==> config.mk <==
export PLATFORM = sky130hd
export DESIGN_NAME = bgce_ctrl
export DESIGN_NICKNAME = d
export VERILOG_FILES = /design/src/hdl/bgce_pkg.sv /design/src/hdl/bgce_ctrl.sv
export SDC_FILE = /design/constraint.sdc
export NUM_CORES = 1
export LEC_CHECK = 0
export BUFFER_PORTS_ARGS = -buffer_cell sky130_fd_sc_hd__buf_2
export CAP_MARGIN = 10
export CORE_AREA = 5 5 42 44
export CTS_CLUSTER_DIAMETER = 120
export DETAILED_ROUTE_END_ITERATION = 8
export DIE_AREA = 0 0 47 49
export PLACE_DENSITY = 0.59
export SYNTH_ARGS = -nofsm -noshare
export SYNTH_HDL_FRONTEND = slang
export SYNTH_SLANG_ARGS = --single-unit
==> constraint.sdc <==
create_clock -name i_clk -period 3.2 [get_ports i_clk]
set_input_delay 0.32 -clock i_clk [delete_from_list [all_inputs] [get_ports i_clk]]
set_output_delay 0.32 -clock i_clk [all_outputs]
set_load 0.1 [all_outputs]
==> src/hdl/bgce_pkg.sv <==
`default_nettype none

package bgce_pkg;

    localparam int MEM_BYTES_DEF = 1024;

    // Cursor width covers any offset from the input fields; offset plus count can need one bit more.
    localparam int CUR_W = 14;

    localparam logic [2:0] CMD_WRITE = 3'd0;
    localparam logic [2:0] CMD_READ  = 3'd1;
    localparam logic [2:0] CMD_COPY  = 3'd2;
    localparam logic [2:0] CMD_ZERO  = 3'd3;
    localparam logic [2:0] CMD_ONE   = 3'd4;

    localparam logic [7:0] FILL_ONES  = 8'hff;
    localparam logic [7:0] FILL_ZEROS = 8'h00;

    typedef struct packed {
        logic [2:0]  command;
        logic [9:0]  byte_address;
        logic [7:0]  byte_data;
        logic [12:0] src_bit_offset;
        logic [12:0] dst_bit_offset;
        logic [13:0] bit_count;
    } t_in_item;

    typedef struct packed {
        logic [7:0] read_data;
        logic       status;
    } t_out_item;

    // Commands from the controller to the datapath.
    typedef struct packed {
        logic load;
        logic decode;
        logic wr_byte;
        logic rd_byte;
        logic cap_rd;
        logic rd_src;
        logic rd_dst;
        logic latch_chunk;
        logic wr_lo;
        logic wr_hi;
    } t_dp_ctl;

    // Status from the datapath to the controller.
    typedef struct packed {
        logic is_write;
        logic is_read;
        logic is_copy;
        logic is_fill;
        logic err;
        logic left_zero;
        logic spill;
    } t_dp_stat;

endpackage

`default_nettype wire

==> src/hdl/bgce_ctrl.sv <==
`default_nettype none

module bgce_ctrl
    import bgce_pkg::*;
(
    input  wire logic     i_clk,
    input  wire logic     i_rst_n,
    input  wire logic     start,
    output logic          busy,
    output logic          o_valid,
    input  wire t_dp_stat i_stat,
    output t_dp_ctl       o_ctl
);

    localparam logic [2:0] S_IDLE = 3'd0;
    localparam logic [2:0] S_DEC  = 3'd1;
    localparam logic [2:0] S_RDW  = 3'd2;
    localparam logic [2:0] S_SRC  = 3'd3;
    localparam logic [2:0] S_DST  = 3'd4;
    localparam logic [2:0] S_MRG  = 3'd5;
    localparam logic [2:0] S_HI   = 3'd6;
    localparam logic [2:0] S_RES  = 3'd7;

    logic [2:0] r_state;
    logic [2:0] n_state;
    logic       take;

    assign busy    = (r_state != S_IDLE) && (r_state != S_RES);
    assign o_valid = (r_state == S_RES);
    assign take    = start && !busy;

    always_comb begin
        n_state = r_state;
        o_ctl   = '0;
        o_ctl.load = take;
        unique case (r_state)
            S_IDLE: begin
                if (take) begin
                    n_state = S_DEC;
                end
            end
            S_DEC: begin
                o_ctl.decode = 1'b1;
                if (i_stat.err) begin
                    n_state = S_RES;
                end else if (i_stat.is_write) begin
                    o_ctl.wr_byte = 1'b1;
                    n_state = S_RES;
                end else if (i_stat.is_read) begin
                    o_ctl.rd_byte = 1'b1;
                    n_state = S_RDW;
                end else if (i_stat.is_copy || i_stat.is_fill) begin
                    n_state = S_SRC;
                end else begin
                    n_state = S_RES;
                end
            end
            S_RDW: begin
                o_ctl.cap_rd = 1'b1;
                n_state = S_RES;
            end
            S_SRC: begin
                if (i_stat.left_zero) begin
                    n_state = S_RES;
                end else begin
                    // Fills have a constant source and need no read here.
                    o_ctl.rd_src = i_stat.is_copy;
                    n_state = S_DST;
                end
            end
            S_DST: begin
                o_ctl.latch_chunk = 1'b1;
                o_ctl.rd_dst = 1'b1;
                n_state = S_MRG;
            end
            S_MRG: begin
                o_ctl.wr_lo = 1'b1;
                n_state = i_stat.spill ? S_HI : S_SRC;
            end
            S_HI: begin
                o_ctl.wr_hi = 1'b1;
                n_state = S_SRC;
            end
            S_RES: begin
                n_state = take ? S_DEC : S_IDLE;
            end
            default: begin
                n_state = S_IDLE;
            end
        endcase
    end

    always_ff @(posedge i_clk) begin
        if (!i_rst_n) begin
            r_state <= S_IDLE;
        end else begin
            r_state <= n_state;
        end
    end

endmodule

`default_nettype wire

==> impl_metrics.ini, run 1 <==
[outcome]
status = complete, no violations

[grt]
grt_use_met2_pct = 11.3
antenna_found_initial = 0
grt_max_degree = 15
grt.busiest_layer = met2
met3_usage_pct = 2.21
grt_overflow = 0
grt_pass1_vias = 297
grt_pass1_wl_mm = 1.28
grtUsageTotal_pct = 7.54
grtUsageMet1_pct = 9.23

[setup_path]
crit_required_ps = 2880
cp_max_fo = 14
start_kind = register
worstSetupEndpointType = output pin
cp.arrival_ps = 1710
r2r.worst_path.cells = 3
critical_path.max_stage_delay_ps = 640
path_cells = and3_1 -> o21ai_2 -> inv_1 -> buf_2
critPathSlowestCell = dfxtp_1
critPathKind = reg -> out

[final_layout]
layout-drive-gt1-share_pct = 55.2
final_util_pct = 32.1
nets = 69
largest_register_ffs = 3
largest_registers = r_state x3
area_growth_pct = 34.5
largest-register = r_state
final_cell_mix = 21 x buf_2, 3 x nor2_1, 3 x clkbuf_4, 3 x dfxtp_1
antenna_cells = 0
layout_commonest_cell = buf_2
n_fill_cell = 161

[sta]
finalSetupTns_ps = 0
fin_skew_ps = 0.711
period_share_pct = 63.3
hold_viol_final = 0
period_needed_ps = 2030
slew_violations = 0
worst-slew-pin-transition_ps = 520
maxSlewHeadroom_pct = 65.3
post-route-worst-setup-slack_ps = 1170
setup_violations = 0
rsz0062_at_grt = no
fmax_mhz = 494

[clock_tree]
clk_path_buf_depth = 2
cts_tree = done
cts-resized-gates = 0
root_buffer = clkbuf_4
clkTransAtPathRegs_ps = 40
cts_buffers = 3
cts.hold.buffers_added = 0
clk_latency_ps = 230
clock_sinks = 3
postCtsSetupBuffers = 0
h-tree-depth = 1

[hold_path]
hold_path.class = in -> reg
holdPathStages = 3

[floorplanning]
dieWidth_um = 47
design.portCount = 22
core_area_sq_um = 1400
rows = 14
die-height_um = 49
start_util_pct = 23.8
die-area_sq_um = 2300

[yosys]
synth_fa_ha_area_share_pct = 0
yosys_warnings = 0
synthesis.nets = 48
avgSynthCellArea_sq_um = 8.79
async_flop_share_pct = 0
synth_top_family_by_area = simple AND/OR/NAND/NOR gates
syn_area_sq_um = 334
synthSimpleGateAreaFrac_pct = 44.2
synth_edf_count = 0
ys_types = 25
synthMuxAreaShare_pct = 0
synth-seq-area-share_pct = 18.0
ys_ff_latch = 3
synth-compound-area-share_pct = 20.6
synth_xor_xnor_area_share_pct = 2.62
ys.flop_type = dfxtp_1
syn_inst = 38

[placed_design]
io_buffers = 21
post-place-ws_ps = 1340
dp_hpwl_um = 643
place_congestion = 0.633

[routing]
avgRoutedWirePerCell_um = 10.3
drtAntennaViolNets = 0
drt_iter0_markers = 3
vias_per_cell = 4.47
dr.pass1.iters = 3
num_vias = 331
drt_drc_violations_left = 0
wirelength_um = 764

[job]
drv_cap = 0
==> metrics by stage <==
stage | cells | hold WS [ps] | instance area [sq um]
after global placement | 70 | 582 | 423
final | 74 | 337 | 449
after detailed placement | 70 | 576 | 423
after CTS | 74 | 329 | 449
after floorplan | 38 | 444 | 339
after global routing | 74 | 322 | 449
==> logic make-up (layout without fill, tap and decap cells) <==
| logic type | count (synthesis) | in the layout |
|---|---|---|
| DFF | 3 | 3 |
| buffers and inverters | 7 | 27 |
| xor gates and xnor gates | 1 | 1 |
| AOI/OAI and AO/OA | 9 | 9 |
| and+or+nand+nor | 18 | 18 |
==> per-layer routing <==
layer | vias up | share of wire [%]
li1 | 174 | -
met1 | 149 | 38
met2 | 8 | 55
met3 | 0 | 7.2
met4 | 0 | 0
met5 | - | 0
==> worst paths after layout <==
check	start	end	slack, ps
worst min register to register	r_state[0]$_SDFFE_PN0P_	r_state[1]$_SDFFE_PN0P_	740
worst min-delay path	i_rst_n	r_state[0]$_SDFFE_PN0P_	340
worst max-delay path	r_state[1]$_SDFFE_PN0P_	o_ctl[9]	1170
worst max register to register	r_state[0]$_SDFFE_PN0P_	r_state[2]$_SDFFE_PN0P_	1970
==> cells in the mapped netlist, types with 2 or more instances <==
library cell	instances	area, sq um
nand2_1	2	7.51
dfxtp_1	3	60.1
and3b_1	2	17.5
nor2_1	3	11.3
buf_4	4	30.0
o21ai_1	2	10.0
inv_1	2	7.51
a21oi_1	2	10.0
nor3b_1	2	15.0
==> area by class of cell <==
type / instances / area, sq um / share of cell area [%]
Clock buffer: 4 / 26.3 / 5.85
Inverter: 2 / 7.51 / 1.67
Multi-Input combinational cell: 28 / 230 / 51.3
Sequential cell: 3 / 60.1 / 13.4
Tap cell: 16 / 20.0 / 4.46
Timing Repair Buffer: 21 / 105 / 23.4
==> worst max-delay path: cells and delay by family (launching register included) <==
kind                   cells  cell delay, ps
DFF                        1             640
buffers and inverters      2             460
and+or+nand+nor            1             290
AOI/OAI and AO/OA          1              90
Power of run 1 is left out: the tool's default activity adds up to more than one toggle a clock period on the data nets, which glitch-free logic cannot reach.
==> inputs of run 2 (changes only) <==
==> constraint.sdc (replaced) <==
create_clock -name i_clk -period 1.9 [get_ports i_clk]
set_input_delay 0.19 -clock i_clk [delete_from_list [all_inputs] [get_ports i_clk]]
set_output_delay 0.19 -clock i_clk [all_outputs]
set_load 0.1 [all_outputs]
==> run 2 against run 1 <==
Compared with the run above:
- critical path depth did not move
- sequential cell count did not move
- first-iteration DRC count fell by 67%
- sequential share of layout area fell by 2.2 points
- via count rose by 2.7%
- cell area rose by 25%
- clock skew rose by 3.1 ps
- routed wire length rose by 8.9%
- cell count did not move
- worst setup slack got worse by 1100 ps
- largest cell class unchanged
- hold slack got worse by 150 ps
==> impl_metrics.ini, run 2 (synthesis gave the netlist of run 1 again) <==
[clock_tree]
cts.hold.buffers_added = 0
root_buffer = clkbuf_4
cts_buffers = 3
clkTransAtPathRegs_ps = 40
clk_latency_ps = 230
cts_tree = done
clk_path_buf_depth = 2
clock_sinks = 3
h-tree-depth = 1
cts-resized-gates = 0
postCtsSetupBuffers = 0

[final_layout]
multi_input_comb_area_sq_um = 278
largest_register_ffs = 3
area_growth_pct = 67.4
largest-register = r_state
seq_area_sq_um = 62.6
final_cell_mix = 17 x buf_2, 4 x nor3b_4, 4 x buf_12, 3 x clkbuf_4
final_cells = 74
largest_registers = r_state x3
layout-drive-gt1-share_pct = 67.2
layout_commonest_cell = buf_2
nets = 69
antenna_cells = 0
n_fill_cell = 164

[grt]
grt_max_degree = 15
grt_overflow = 0
grt_pass1_wl_mm = 1.26
grt.busiest_layer = met2
grtUsageMet1_pct = 8.77
met3_usage_pct = 5.90
grt_use_met2_pct = 10.9
grt_pass1_vias = 321
antenna_found_initial = 0
grtUsageTotal_pct = 7.53

[sta]
worst-slew-pin-transition_ps = 534
hold_viol_final = 0
whs_ps = 190
slew_violations = 0
period_needed_ps = 1820
setup_violations = 0
rsz0062_at_grt = no
maxSlewHeadroom_pct = 64.3
fmax_mhz = 548
fin_skew_ps = 3.81
period_share_pct = 96.0

[setup_path]
critPathKind = reg -> out
path_cells = and3_2 -> o21ai_2 -> inv_1 -> buf_12
critPathSlowestCell = dfxtp_1
r2r_slack_ps = 570
start_kind = register
cp.arrival_ps = 1630
worstSetupEndpointType = output pin
critical_path.max_stage_delay_ps = 650
cp_max_fo = 12
crit_required_ps = 1710

[routing]
num_vias = 340
avgRoutedWirePerCell_um = 11.2
drt_iter0_markers = 1
dr.pass1.iters = 2
wirelength_um = 832
vias_per_cell = 4.59
drtAntennaViolNets = 0
drt_drc_violations_left = 0

[outcome]
status = complete, no violations

[placed_design]
dp_hpwl_um = 693
dp.cells = 70
io_buffers = 21
place_congestion = 0.726

[floorplanning]
core_area_sq_um = 1400
dieWidth_um = 47
design.portCount = 22
die-area_sq_um = 2300
die-height_um = 49
rows = 14
start_util_pct = 23.8

[hold_path]
hold_path.class = in -> reg

[job]
drv_cap = 0
-- run 2: cell counts in the layout (fill, tap and decap cells not counted) --
Identical to the previous run, type by type.
-- run 2: worst max-delay path: cells and delay by family (launching register included) --
family | cells | cell delay (ps)
AO/OA/AOI/OAI | 1 | 90
buffers and inverters | 2 | 280
flip-flops | 1 | 650
AND/OR/NAND/NOR | 1 | 370
-- run 2: final timing paths --
check | from | end | depth (start not counted)
worst min-delay path | i_rst_n | r_state[0]$_SDFFE_PN0P_ | 3
worst max-delay path | r_state[2]$_SDFFE_PN0P_ | o_ctl[9] | 4
worst min register to register | r_state[1]$_SDFFE_PN0P_ | r_state[1]$_SDFFE_PN0P_ | 2
worst max register to register | r_state[2]$_SDFFE_PN0P_ | r_state[0]$_SDFFE_PN0P_ | 3
-- run 2: per-layer routing --
metal | wire length [um] | part of all wire (%) | vias up
li1 | - | - | 178
met1 | 340 | 41 | 145
met2 | 389 | 47 | 17
met3 | 102 | 12 | 0
met4 | 0 | 0 | 0
met5 | 0 | 0 | -
-- run 2: per-stage QoR --
| step | TNS [ps] | setup slack (ps) | instance area [sq um] | util (%) |
|---|---|---|---|---|
| floorplan | -273 | -159 | 389 | - |
| global placement | 0 | 351 | 533 | 38.0 |
| detailed placement | 0 | 316 | 533 | 38.0 |
| CTS | 0 | 63.8 | 559 | 39.9 |
| global route | 0 | 0.956 | 559 | 39.9 |
| finish | 0 | 75.9 | 559 | 39.9 |
-- run 2: area by class of cell --
cell class	instances	area share (%)
repair buffers	21	29.5
flip-flops and latches	3	11.2
well taps	16	3.58
inverters	2	1.34
multi-input cells	28	49.7
clock buffers	4	4.70
Power of run 2 is left out for the same reason.
